[src/bffla_ram.sv]
module bffla_ram #(
    parameter int WIDTH = 8,
    parameter int DEPTH = 16
) (
    input  logic                     clk,
    input  logic                     we,
    input  logic [$clog2(DEPTH)-1:0] waddr,
    input  logic [WIDTH-1:0]         wdata,
    input  logic [$clog2(DEPTH)-1:0] raddr,
    output logic [WIDTH-1:0]         rdata
);

    logic [WIDTH-1:0] mem [DEPTH];

    always_ff @(posedge clk)
    begin
        if (we)
        begin
            mem[waddr] <= wdata;
        end
        rdata <= mem[raddr];
    end

endmodule

[config.mk]
export PLATFORM = sky130hd
export DESIGN_NAME = bffla_ram
export DESIGN_NICKNAME = d
export VERILOG_FILES = /design/src/bffla_ram.sv
export SDC_FILE = /design/constraint.sdc
export NUM_CORES = 1
export LEC_CHECK = 0
export BUFFER_PORTS_ARGS = -buffer_cell sky130_fd_sc_hd__buf_2
export CAP_MARGIN = 20
export CORE_ASPECT_RATIO = 0.6
export CORE_MARGIN = 2
export CORE_UTILIZATION = 30
export DETAILED_ROUTE_END_ITERATION = 12
export SLEW_MARGIN = 25
export SYNTH_ARGS = -nofsm -noshare
export SYNTH_HDL_FRONTEND = slang
export SYNTH_SLANG_ARGS = --single-unit
export TNS_END_PERCENT = 30
[constraint.sdc]
create_clock -name clk -period 4.22 [get_ports clk]
set_clock_uncertainty 0.2 [all_clocks]
set_input_delay 0.844 -clock clk [delete_from_list [all_inputs] [get_ports clk]]
set_output_delay 0.844 -clock clk [all_outputs]
set_load 0.03 [all_outputs]
==> impl_results.md <==
* Commonest non-fill, non-tap cell in the layout: edfxtp_1
* Tot Pwr at 0.003320 W
* Simple-Gate Fraction of Synth Area at 3.184%
* Share of cells above drive strength 1 at 27.30%
* Fillcell total at 1577
* CTS tree: yes
* DRC Markers at 0
* Power Density at 537.2 nW/um^2
* Arrival time worst endpoint at 2.56 ns
* Area growth, synth to finish at 20.08%
* Worst setup EP type: flip-flop
* Unique masters post-synth at 19
* Crit-path leading delay family: buffers and inverters
* Post-Synth Adder-Cell Area at 0%
* Final setup vio count at 0
* Vias in the first global route at 2509
* Root Buffer: clkbuf_16
* Post-synthesis net count at 247
* Clk_lat worst skew at 0.41 ns
* Placed standard-cell area at 5524 sq um
* I/O pin count at 26
* Slew Viols, Final at 0
* Max-cap violations at 0
* Max_slew headroom at 33.41%
* Core area at 16940 sq um
* Part of the Yosys area used for sequential elements at 77.78%
* Period minus WS final at 2.479 ns
* GR Overflow Total at 0
* Largest net degree at the start of global routing at 33
* Post-Syn Instances at 229
* Fmax at 403.4 MHz
* Measured slew at the worst slew-check pin at 0.9951 ns
* RSZ-0062 raised after global routing: false
* Synth Area in Compound Gates at 2.333%
* Final hold viol count at 0
* Crit path launch type: primary input
* Die area at 18260 sq um
* Initial antenna violation count at 0
* Cell area after layout at 6181 sq um
* Die Span Y at 105.5 um
* Post-CTS Setup Inserts at 0
* First-pass GRT wire length at 15810 um
* Final #Nets at 287
* Hold Crit Class: flip-flop to flip-flop
* Routed Antenna Nets at 0
* Crit share post-route at 58.74%
* Drt via density at 4.558
* Multiplexer area fraction after synthesis at 15.02%
* Largest family of logic cells by synthesized area: multiplexers
* Synth Register Bits at 136
* First-pass DRT Iterations at 5
* DR iter-0 viols at 206
* Crit-path max FO at 13
* VDD IR max at 0.2685 mV
* GRT Util Overall at 12.29%
* Initial Util at 30.38%
* Warnings, synthesis at 0
* Avg Cell Area, Syn at 22.48 sq um
* DP Wirelength at 6940 um
* Post-Syn Area at 5147 sq um
* Commonest cells after routing, fill and taps aside: edfxtp_1, buf_2, mux4_2
* Via Count at 2352
* WL/cell at 20.38 um
* Number of I/O port buffers at 25
* Cts hold-fix bufs at 0
* Clk slew on worst S/H paths at 0.06 ns
* Drt total wl at 10520 um
* Worst EP required at 4.30 ns
* Die width at 173.1 um
* Clock sink total at 136
* RD Place Congestion at 0.7701
* Diodes inserted at 0
* CP max stage delay at 0.62 ns
* Max clock buf depth at 2
* Run status: finished, final reports clean
* Rows at 37
* Crit-path slowest cell: mux4_1
* CP bufs+invs at 2
* H-tree depth at 4
* Crit path cell chain: buf_2, buf_4, mux4_1, a22oi_1, nand2_1
* Post-CTS sizing at 0
* Cts bufs inserted at 17
* Leakage power at 2.036 nW
* Setup TNS at 0 ns
* Synth Area in XOR/XNOR at 0%
* Crit path kind: primary input to flip-flop
* Final hold slack at 0.4857 ns
==> path summary, 6_finish.rpt <==
kind	startpoint	to	slack [ns]	cells after the start
max	raddr[0]	rdata[0]	1.74	5
min	mem[3][2]	rdata[2]	0.49	3
max reg2reg	mem[1][0]	rdata[0]	2.60	3
min reg2reg	mem[3][2]	rdata[2]	0.49	3
==> metal layers <==
layer  track usage [%]  wire (um)  share of wire [%]
met5                 0          0                  0
met4             5.327        135                1.3
met3             4.257        779                7.4
met2             15.94       4435                 42
met1             18.34       5165                 49
==> worst min-delay path, stage by stage (launching register included) <==
cell and delay [ns]:
edfxtp_1 0.31, mux4_1 0.21, a22oi_1 0.08, nand2_1 0.06
==> state kept, by name (all words and copies together), names as in the netlist <==
| signal | cells |
|---|---|
| mem | 128 |
| rdata | 8 |
==> Yosys cell counts <==
cell | count | area [sq um]
a22oi_1 | 16 | 120.1
and2_1 | 1 | 6.260
and2b_1 | 1 | 7.510
buf_2 | 3 | 15.01
buf_4 | 1 | 7.510
buf_6 | 3 | 33.78
clkdlybuf4s25_2 | 3 | 30.03
dfxtp_1 | 8 | 160.2
edfxtp_1 | 128 | 3844
mux4_1 | 14 | 367.9
mux4_2 | 18 | 405.4
nand2_1 | 9 | 33.78
nand2b_1 | 2 | 12.51
nand3_1 | 1 | 5.000
nand3b_1 | 2 | 15.01
nor2_1 | 13 | 48.80
nor2b_1 | 1 | 6.260
nor3_1 | 4 | 20.02
or3b_2 | 1 | 8.760
==> per-stage QoR <==
step                      worst slack, ns  instances  utilization, %
final                               1.741        516           36.48
after global routing                1.675        516           36.48
after CTS                           1.755        516           36.48
after detailed placement            1.321        484           32.60
after global placement              1.318        484           32.60
after floorplan                     1.683        229               -
==> where the power goes <==
part | switching (W) | internal [W] | total (W) | leakage [nW]
combinational | 0.0000976 | 0.0000559 | 0.000153 | 0.501
sequential | 0.00000842 | 0.00151 | 0.00152 | 1.22
clock | 0.000546 | 0.00110 | 0.00165 | 0.311
total | 0.000652 | 0.00267 | 0.00332 | 2.04
==> cell families after synthesis <==
family / count (synthesis)
buffers and inverters: 10
AO/OA/AOI/OAI: 16
flip-flops: 136
multiplexers: 32
AND/OR/NAND/NOR: 35
==> area by class of cell <==
cell class	instances	area, sq um	share of cell area (%)
Clock buffer	18	429.2	6.943
Clock inverter	14	227.7	3.684
Tap cell	234	292.8	4.737
Multi-Input combinational cell	83	1057	17.11
Sequential cell	136	4004	64.78
Timing Repair Buffer	31	170.2	2.753
Power figures use the tool's default switching activity.
