[src/bffla_pkg.sv]
package bffla_pkg;

    localparam int HEAP_BYTES      = 65536;
    localparam int ALIGN_BYTES     = 8;
    localparam int HEADER_BYTES    = 24;
    localparam int MIN_BLOCK_BYTES = 32;
    localparam int FREE_ENTRIES    = 16;

    localparam int ADDR_W   = 16;
    localparam int BYTES_W  = 17;
    localparam int AGE_W    = $clog2(FREE_ENTRIES);
    localparam int SLOT_W   = $clog2(FREE_ENTRIES);
    localparam int ALIGN_SH = $clog2(ALIGN_BYTES);
    localparam int STORE_DEPTH = (HEAP_BYTES + ALIGN_BYTES - 1) / ALIGN_BYTES;
    localparam int STORE_AW = $clog2(STORE_DEPTH);

    localparam logic [2:0] ST_OK      = 3'd0;
    localparam logic [2:0] ST_ZERO    = 3'd1;
    localparam logic [2:0] ST_NOMEM   = 3'd2;
    localparam logic [2:0] ST_FULL    = 3'd3;
    localparam logic [2:0] ST_NULLREL = 3'd4;

    localparam logic [1:0] OP_NONE   = 2'd0;
    localparam logic [1:0] OP_INSERT = 2'd1;
    localparam logic [1:0] OP_REMOVE = 2'd2;

    // data travelling down the cell row during the search
    typedef struct packed {
        logic               found;
        logic [BYTES_W-1:0] bytes;
        logic [AGE_W-1:0]   age;
        logic [SLOT_W-1:0]  slot;
        logic [ADDR_W-1:0]  start;
        logic               has_free;
        logic [SLOT_W-1:0]  free_slot;
    } chain_t;

    // command broadcast to all cells
    typedef struct packed {
        logic [1:0]         op;
        logic [SLOT_W-1:0]  slot;
        logic [AGE_W-1:0]   age;
        logic [ADDR_W-1:0]  start;
        logic [BYTES_W-1:0] bytes;
    } cell_cmd_t;

endpackage

[src/bffla_cell.sv]
module bffla_cell import bffla_pkg::*; (
    input  logic                clk,
    input  logic                rst_n,
    input  logic [SLOT_W-1:0]   my_slot,
    input  logic [BYTES_W-1:0]  need,
    input  logic                chain_clr,
    input  chain_t              chain_in,
    output chain_t              chain_out,
    input  cell_cmd_t           cmd
);

    logic               valid_reg;
    logic [ADDR_W-1:0]  start_reg;
    logic [BYTES_W-1:0] bytes_reg;
    logic [AGE_W-1:0]   age_reg;
    chain_t             pass_reg;
    chain_t             pass_next;
    logic               better;

    always_comb
    begin
        pass_next = chain_clr ? '0 : chain_in;
        better = valid_reg && bytes_reg != '0 && bytes_reg >= need &&
                 (!pass_next.found || bytes_reg < pass_next.bytes ||
                  (bytes_reg == pass_next.bytes && age_reg < pass_next.age));
        if (better)
        begin
            pass_next.found = 1'b1;
            pass_next.bytes = bytes_reg;
            pass_next.age   = age_reg;
            pass_next.slot  = my_slot;
            pass_next.start = start_reg;
        end
        if (!valid_reg && !pass_next.has_free)
        begin
            pass_next.has_free  = 1'b1;
            pass_next.free_slot = my_slot;
        end
    end

    always_ff @(posedge clk or negedge rst_n)
    begin
        if (!rst_n)
        begin
            valid_reg <= 1'b0;
            pass_reg  <= '0;
        end
        else
        begin
            pass_reg <= pass_next;
            case (cmd.op)
                OP_INSERT:
                begin
                    if (cmd.slot == my_slot)
                    begin
                        valid_reg <= 1'b1;
                    end
                end
                OP_REMOVE:
                begin
                    if (cmd.slot == my_slot)
                    begin
                        valid_reg <= 1'b0;
                    end
                end
                default:
                begin
                end
            endcase
        end
    end

    always_ff @(posedge clk)
    begin
        case (cmd.op)
            OP_INSERT:
            begin
                if (cmd.slot == my_slot)
                begin
                    start_reg <= cmd.start;
                    bytes_reg <= cmd.bytes;
                    age_reg   <= '0;
                end
                else if (valid_reg)
                begin
                    age_reg <= age_reg + 1'b1;
                end
            end
            OP_REMOVE:
            begin
                if (valid_reg && age_reg > cmd.age)
                begin
                    age_reg <= age_reg - 1'b1;
                end
            end
            default:
            begin
            end
        endcase
    end

    assign chain_out = pass_reg;

endmodule

[config.mk]
export PLATFORM = sky130hd
export DESIGN_NAME = bffla_cell
export DESIGN_NICKNAME = d
export VERILOG_FILES = /design/src/bffla_pkg.sv /design/src/bffla_cell.sv
export SDC_FILE = /design/constraint.sdc
export NUM_CORES = 1
export LEC_CHECK = 0
export ABC_CLOCK_PERIOD_IN_PS = 2400
export BUFFER_PORTS_ARGS = -buffer_cell sky130_fd_sc_hd__buf_2
export CAP_MARGIN = 20
export CORE_ASPECT_RATIO = 1.4
export CORE_MARGIN = 4
export CORE_UTILIZATION = 47
export CTS_BUF_LIST = sky130_fd_sc_hd__clkbuf_2
export DETAILED_ROUTE_END_ITERATION = 8
export PLACE_DENSITY = 0.79
export REMOVE_ABC_BUFFERS = 1
export SLEW_MARGIN = 15
export SYNTH_ARGS = -nofsm -noshare
export SYNTH_HDL_FRONTEND = slang
export SYNTH_SLANG_ARGS = --single-unit
[constraint.sdc]
create_clock -name clk -period 2.4 [get_ports clk]
set_input_delay 0.12 -clock clk [delete_from_list [all_inputs] [get_ports clk]]
set_output_delay 0.12 -clock clk [all_outputs]
set_load 0.01 [all_outputs]
==> impl_table.tex <==
\begin{tabular}{lr}
\hline
Metric & Value \\
\hline
\multicolumn{2}{l}{\textbf{Status}} \\
Status & finished with violations \\
Violations in the final reports & setup timing \\
\multicolumn{2}{l}{\textbf{Clocking}} \\
Register clock-pin slew on the reported worst setup and hold paths & 0.23 ns \\
Count of H-tree levels built during CTS & 3 \\
Source-to-sink clock delay at the later pin of the worst-skew pair & 0.60 ns \\
TritonCTS buffer count & 9 \\
Clock root buffer & sky130\_fd\_sc\_hd\_\_clkbuf\_2 \\
Maximum buffer depth of the clock tree & 2 \\
TritonCTS Sinks & 85 \\
CTS tree & built \\
\multicolumn{2}{l}{\textbf{Pwr}} \\
PwrDens & $\sim$540 nW/um\^{}2 \\
Maximum vdd ir drop & 0.3955 mV \\
Leakage power total & 3.450 nW \\
\multicolumn{2}{l}{\textbf{Critical path}} \\
Data arrival, critical path & 3.02 ns \\
Cell-by-cell trace of the critical path & buf\_4, ha\_1, o21ai\_1, o221ai\_2, a211oi\_2, o22a\_1, a21oi\_4, buf\_12, clkbuf\_16, mux2\_4 \\
Data required, critical path & 2.90 ns \\
CP Capture Type & flop \\
Crit path max-delay cell type & sky130\_fd\_sc\_hd\_\_edfxtp\_1 \\
CP startpoint kind & flop \\
Worst setup path class & reg2reg \\
Critical Path Fanout Max & 5 \\
Stage delay of the slowest cell on the critical path & 0.49 ns \\
R2R cell count & 10 \\
\multicolumn{2}{l}{\textbf{Die}} \\
Overall die width & 90.53 um \\
Starting utilization of the core area & 0.4881 \\
Area of the core region & 9183 sq um \\
Overall die height & between 100 and 150 um \\
Row Count & 41 \\
Area of the die & 11180 sq um \\
Total I/O pin count & 161 \\
\multicolumn{2}{l}{\textbf{Global route}} \\
Maximum number of pins on one net before global-route repair & 35 \\
Global-route wire length before repair & 21870 um \\
All-layer global routing usage & 0.2559 \\
Via count of the first global-routing pass & 4446 \\
Number of antenna violations at the first check in global routing & 1 \\
Leftover overflow at the end of global routing & 0 \\
\multicolumn{2}{l}{\textbf{STA}} \\
Final number of setup-violating endpoints & 35 \\
RSZ-0062 raised after global routing & yes \\
Clock Skews & 0.01446 ns \\
Share of the clock period used by the worst path after layout & 1.048 \\
Worst setup slack after layout & -0.1148 ns \\
Slew at the pin with the worst max-slew slack & 0.6580 ns \\
Highest attainable clock frequency & $\sim$0.4 GHz \\
Shortest clock period the worst path allows after layout & 2.515 ns \\
Slew Limit Fails & 0 \\
Worst-case headroom to the max-slew limit & 0.5613 \\
Number of hold violations in the final report & 0 \\
Post-Route Setup TNS & -2.310 ns \\
\multicolumn{2}{l}{\textbf{Run}} \\
Max-cap violations & 0 \\
\multicolumn{2}{l}{\textbf{Yosys}} \\
Share of the yosys chip area belonging to registers & 0.5159 \\
Area leader, netlist & sky130\_fd\_sc\_hd\_\_dfrtp\_1 \\
Top cells by area, synth & sky130\_fd\_sc\_hd\_\_dfrtp\_1 27\%, sky130\_fd\_sc\_hd\_\_edfxtp\_1 25\%, sky130\_fd\_sc\_hd\_\_ha\_1 13\%, sky130\_fd\_sc\_hd\_\_mux2\_4 7.0\%, sky130\_fd\_sc\_hd\_\_mux2i\_1 4.2\% \\
Fraction of post-synthesis cell area in the top cell type by area & 0.2680 \\
Number of warnings issued by yosys & 0 \\
Synth Area per Inst & 12.05 sq um \\
Commonest register cell after synthesis & sky130\_fd\_sc\_hd\_\_dfrtp\_1 \\
Post-synthesis register bit count & 85 \\
Cell area after synthesis & 4482 sq um \\
FFs w/ async S/R, synth & 0.5647 \\
Synth cell types & between 40 and 50 \\
Gate count of the mapped netlist & 372 \\
Most common library cells after synthesis & 48 x sky130\_fd\_sc\_hd\_\_dfrtp\_1, 48 x sky130\_fd\_sc\_hd\_\_inv\_1, 45 x sky130\_fd\_sc\_hd\_\_ha\_1 \\
Number of enable flip-flop cells after synthesis & 37 \\
\multicolumn{2}{l}{\textbf{Final layout}} \\
FILL cells & 526 \\
Fraction of final layout cells with drive strength greater than 1 & 0.4038 \\
Area taken by flip-flops and latches & 2312 sq um \\
Area growth from synthesis to layout & 58.85\% \\
Final Net Count & 830 \\
Number of flip-flops in the largest register & 47 \\
Non-filler instance count after layout & 784 \\
Combined area of the multi-input logic cells & 2138 sq um \\
\multicolumn{2}{l}{\textbf{Detailed routing}} \\
Vias per cell & between 5 and 6 \\
Vias after detailed routing & 4142 \\
Routed WL & 14850 um \\
Post-DRT Antenna Nets & 0 \\
Number of iterations in the first detailed-routing pass & 5 \\
First DRT Iteration DRCs & 231 \\
Routed wirelength normalized by instance count & around 19 um \\
DRC & 0 \\
\multicolumn{2}{l}{\textbf{Placed design}} \\
HPWL Detailed & 9016 um \\
Number of cells in the design after placement & 658 \\
Worst slack at placement & -0.2120 ns \\
Buffers on Ports & 160 \\
RD Place Congestion & 0.8793 \\
\multicolumn{2}{l}{\textbf{Min path}} \\
Hold Path Stages & 4 \\
Class of the most critical hold timing path & in2reg \\
\hline
\end{tabular}
-- cell families (layout without fill, tap and decap cells) --
kind of cell | count (synthesis) | after routing | synth area share
AND/OR/NAND/NOR | 89 | 89 | 0.1041
XOR/XNOR | 6 | 6 | 0.01173
adder cells (fa/ha/maj) | 45 | 45 | 0.1256
other | 0 | 1 | 0
flip-flops | 85 | 85 | 0.5159
AO/OA/AOI/OAI | 50 | 50 | 0.07454
buffers and inverters | 56 | 360 | 0.05276
multiplexers | 41 | 41 | 0.1153
-- power by group --
group	internal, mW	total, mW	switching [mW]
clock	0.349	0.879	0.530
combinational	0.683	1.24	0.552
sequential	1.66	1.73	0.0683
-- cell usage in the layout (no fill, tap or decap), types with 4 or more instances in the layout --
master / n
sky130_fd_sc_hd__a21oi_1: 12
sky130_fd_sc_hd__nor2_1: 10
sky130_fd_sc_hd__nor2b_1: 23
sky130_fd_sc_hd__nand4_1: 9
sky130_fd_sc_hd__ha_4: 9
sky130_fd_sc_hd__a22o_1: 4
sky130_fd_sc_hd__buf_2: 160
sky130_fd_sc_hd__a211oi_2: 4
sky130_fd_sc_hd__o21ai_0: 11
sky130_fd_sc_hd__inv_1: 47
sky130_fd_sc_hd__edfxtp_1: 37
sky130_fd_sc_hd__mux2i_1: 16
sky130_fd_sc_hd__ha_1: 36
sky130_fd_sc_hd__xor2_1: 5
sky130_fd_sc_hd__nand3_1: 4
sky130_fd_sc_hd__buf_4: 32
sky130_fd_sc_hd__dfrtp_1: 48
sky130_fd_sc_hd__buf_12: 6
sky130_fd_sc_hd__clkbuf_2: 10
sky130_fd_sc_hd__mux2_4: 22
sky130_fd_sc_hd__dlygate4sd3_1: 90
sky130_fd_sc_hd__nand2_1: 28
-- path summary, 6_finish.rpt --
kind / startpoint / end / slack (ns)
min in group asynchronous: rst_n / chain_out[16]$_DFF_PN0_ / 0.04
min: cmd[41] / valid_reg$_DFFE_PN0P_ / 0.02
max: bytes_reg[4]$_DFFE_PP_ / chain_out[18]$_DFF_PN0_ / -0.11
max in group asynchronous: rst_n / chain_out[42]$_DFF_PN0_ / 1.63
max reg2reg: bytes_reg[4]$_DFFE_PP_ / chain_out[18]$_DFF_PN0_ / -0.11
min reg2reg: start_reg[7]$_DFFE_PP_ / chain_out[12]$_DFF_PN0_ / 0.51
-- timing repair --
item	CTS	global route
endpoints found under the setup margin	27	41
hold buffers	89	1
endpoints found under the hold margin	112	1
cloned	1	2
gates resized for setup	21	15
pin swaps	11	4
setup buffers	10	6
-- worst max-delay path, delay by kind of cell (launching register included) --
kind / cells / cell delay (ns)
muxes: 1 / 0.30
buffers and inverters: 3 / 0.50
AOI/OAI and AO/OA: 5 / 0.86
DFF: 1 / 0.49
adders and majority gates: 1 / 0.29
-- stage by stage --
stage	power (mW)	utilization	area, sq um	hold WS [ns]
after detailed placement	2.643	0.6114	5614	0.1863
final	3.843	0.7753	7119	0.01737
after floorplan	2.239	-	4425	-0.1756
after global placement	2.602	0.6114	5614	0.1740
after global routing	4.012	0.7753	7119	0.007149
after CTS	3.710	0.7516	6902	0.01100
-- cell type report --
| class | instances | area share |
|---|---|---|
| repair buffers | 296 | 0.3112 |
| clock inverters | 6 | 0.01213 |
| flip-flops and latches | 85 | 0.3248 |
| well taps | 107 | 0.01880 |
| inverters | 48 | 0.02531 |
| multi-input cells | 231 | 0.3004 |
| clock buffers | 10 | 0.007030 |
| diodes | 1 | 0.0003515 |
-- per-layer routing --
metal	up-vias	share of wire	GRT usage
li1	1912	-	-
met3	55	0.052	0.04747
met5	-	0	0
met1	1982	0.36	0.2696
met2	193	0.54	0.4784
met4	0	0.046	0.1446
Note: power is estimated with default switching activity, not from simulation.
